===== src/rtl/core/wpb_ram.sv =====
// Generic single-write, single-read RAM with registered read data.
`default_nettype none

module wpb_ram #(
    parameter int WIDTH = 64,
    parameter int DEPTH = 32
) (
    input  wire logic                     clk,
    input  wire logic                     we,
    input  wire logic [$clog2(DEPTH)-1:0] waddr,
    input  wire logic [WIDTH-1:0]         wdata,
    input  wire logic [$clog2(DEPTH)-1:0] raddr,
    output logic      [WIDTH-1:0]         rdata
);

    logic [WIDTH-1:0] mem_reg [DEPTH];

    always_ff @(posedge clk)
    begin
        if (we)
        begin
            mem_reg[waddr] <= wdata;
        end
        rdata <= mem_reg[raddr];
    end

endmodule

`default_nettype wire


===== config.mk =====
export PLATFORM = sky130hd
export DESIGN_NAME = wpb_ram
export DESIGN_NICKNAME = d
export VERILOG_FILES = /design/src/rtl/core/wpb_ram.sv
export SDC_FILE = /design/constraint.sdc
export NUM_CORES = 2
export LEC_CHECK = 0
export BUFFER_PORTS_ARGS = -buffer_cell sky130_fd_sc_hd__buf_2
export CAP_MARGIN = 20
export CELL_PAD_IN_SITES_DETAIL_PLACEMENT = 0
export CELL_PAD_IN_SITES_GLOBAL_PLACEMENT = 1
export CORE_AREA = 5 5 425 427
export CTS_CLUSTER_DIAMETER = 200
export DETAILED_ROUTE_END_ITERATION = 8
export DIE_AREA = 0 0 430 432
export PLACE_DENSITY = 0.78
export RECOVER_POWER = 100
export SYNTH_ARGS = -nofsm -noshare
export SYNTH_HDL_FRONTEND = slang
export SYNTH_SLANG_ARGS = --single-unit
export TNS_END_PERCENT = 10

===== constraint.sdc =====
create_clock -name clk -period 5.7 [get_ports clk]
set_clock_uncertainty 0.15 [all_clocks]
set_input_delay 1.71 -clock clk [delete_from_list [all_inputs] [get_ports clk]]
set_output_delay 1.71 -clock clk [all_outputs]
set_load 0.01 [all_outputs]

==> impl_metrics.ini <==
[status]
outcome = complete, but fails checks
violations = capacitance limit, slew limit

[route]
avgViaCountPerCell = 6.04
vias = 35700
drt-total-wl_um = 189000
drt-initial-drc-count = 5013
avgRoutedWirePerCell_um = 32.0
drc_errors = 0
ant_nets = 0
drt_first_pass_iters = 5

[logic_synthesis]
yosys-top-cells-count = 2048 x edfxtp_1, 602 x mux4_2, 74 x mux2_2, 65 x buf_2, 64 x dfxtp_1
synth_area_leaders = edfxtp_1 78%, mux4_2 17%, dfxtp_1 1.6%
synthCells = 3097
synth_top_area_share_pct = 77.9
synth-seq-area-share_pct = 79.5
async_reset_ff_share_pct = 0
syn_avg_cell_area_um2 = 25.5
synth.cell_area_um2 = 79000
synth_edf_count = 2048
ys.warnings.count = 0
yosysTopAreaCell = edfxtp_1
syn_nets = 3173
synth_cell_types = 31
synth_ff_type = edfxtp_1
synth.most_common_cell = edfxtp_1
synth-seq-cells = 2112

[sta]
worstMarginPinSlew_ns = 3.24
totalNegativeSetupSlack_ns = 0
slew_headroom_pct = -116
final_max_slew_viol_count = 1095
period_share_pct = 82.6
max_freq_mhz = 212
grt_setup_unrepaired = false
setup_viol = 0
min_period_ns = 4.71
hold_viol = 0

[hold_path]
hp-class = flip-flop to flip-flop
worstHoldStart = mem_reg[4][0]
hold_end = rdata[0]
min_path_cells = 3

[cts]
clkLatencyLatePin_ns = 0.81
cts-resized-gates = 0
cts_hold_buf = 0
htreeDepth = 4
clockRootBuffer = clkbuf_16
cts_sinks = 2112
clock_path_buffers = 3
tritoncts = built
post_cts_buffers = 0
path_clk_slew_ns = 0.06
cts_made_buffers = 198

[critical_path]
rr_startpoint = mem_reg[5][35]
reg2reg_depth = 3
reg2reg_to = rdata[35]
end_kind = flip-flop
crit_arrival_ns = 4.94
start_kind = input port
cp-startpoint = waddr[4]
reg2reg_slack_ns = 3.66
worstSetupPathType = input port to flip-flop
required_ns = 5.93
path_max_fanout = 31

[global_routing]
grt_max_degree = 86
track_usage_pct = 20.3
grt_antenna_before_repair = 19
grt_pass1_wl_um = 270000
grt_pass1_vias = 36500
grt-ovfl-total = 0

[die]
die_h_um = 432
core_region_area_um2 = 176000
ios = 140
die_x_um = 430
start_util_pct = 44.9
dieArea_um2 = 186000
rows = 154

[job]
drv_cap = 32

[finish]
area_growth_pct = 13.2
num-nets-final = 3473
drive_gt1_share_pct = 29.6
largest_reg_flops = 2048
fin_cells = 5913
post-route-cell-area_um2 = 89400

[power_and_ir_drop]
vdd_drop_max_uv = 308
leakage_nw = 27.4
cellPowerDensity_nw_per_um2 = 354

[placed_design]
io_buffers = 139
post-place-cells = 5537
place.gp.congestion = 0.729
placed_cell_area_um2 = 83700
hpwl_um = 91100
-- how the worst max path moves through the flow --
stage                     cells past startpoint        endpoint
after global routing                          6       rdata[20]
after floorplan                               3  mem_reg[12][0]
after global placement                        5       rdata[55]
final                                         4  mem_reg[3][12]
after CTS                                     7       rdata[19]
after detailed placement                      7       rdata[19]
-- worst max-delay path: stages --
cell	delay, ns
clkbuf_1	0.16
or3_1	0.50
nor2_1	1.09
clkbuf_2	1.41
-- cell families after synthesis --
logic type             Yosys count  synth area share (%)
AOI/OAI and AO/OA               50                 0.466
buffers and inverters          157                 0.944
DFF                           2112                  79.5
muxes                          714                  18.7
and+or+nand+nor                 64                 0.379
-- through the flow --
step | hold WS [ns] | setup WS [ns] | power, mW | util, %
final | 0.630 | 0.991 | 31.7 | 50.9
after global routing | 0.677 | 0.988 | 32.7 | 50.9
after CTS | 0.640 | 2.13 | 31.9 | 51.3
after detailed placement | 0.623 | 1.28 | 19.2 | 47.6
after global placement | 0.612 | 1.28 | 19.2 | 47.6
after floorplan | 0.572 | 0.0178 | 18.5 | -
-- metal layers --
layer	global-route usage (%)	wire length, um	vias up
met5	0	55	-
met4	4.89	4110	8
met3	3.70	17400	317
met2	33.7	95600	1922
met1	28.3	72200	19400
li1	-	-	14100
-- layout make-up --
| cell class | instances | area [um^2] |
|---|---|---|
| fillers | 13400 | 86300 |
| diodes | 3 | 7.51 |
| multi-input cells | 828 | 15500 |
| inverters | 1 | 3.75 |
| repair buffers | 256 | 1810 |
| well taps | 2340 | 2930 |
| clock buffers | 262 | 5350 |
| flip-flops and latches | 2112 | 62800 |
| clock inverters | 111 | 1020 |
-- layout by cell type, fill, tap and decap left out, types with 5 or more instances in the layout --
master	count
a221oi_1	12
buf_12	39
buf_4	36
bufinv_16	11
clkbuf_1	203
clkbuf_16	199
clkbuf_2	20
clkbuf_8	13
clkinv_1	45
clkinv_16	5
clkinv_2	34
clkinv_8	5
clkinvlp_4	5
dfxtp_1	64
edfxtp_1	2048
mux2_1	10
mux2_2	64
mux2i_1	38
mux4_2	602
nand3b_1	5
nor2_1	33
nor2_4	8
o21ai_0	9
o22ai_1	10
-- power breakdown --
part	switching [mW]	internal, mW
sequential	0.0956	17.3
clock	5.69	7.14
combinational	0.824	0.630
No activity file was read; power rests on OpenSTA's default activity.
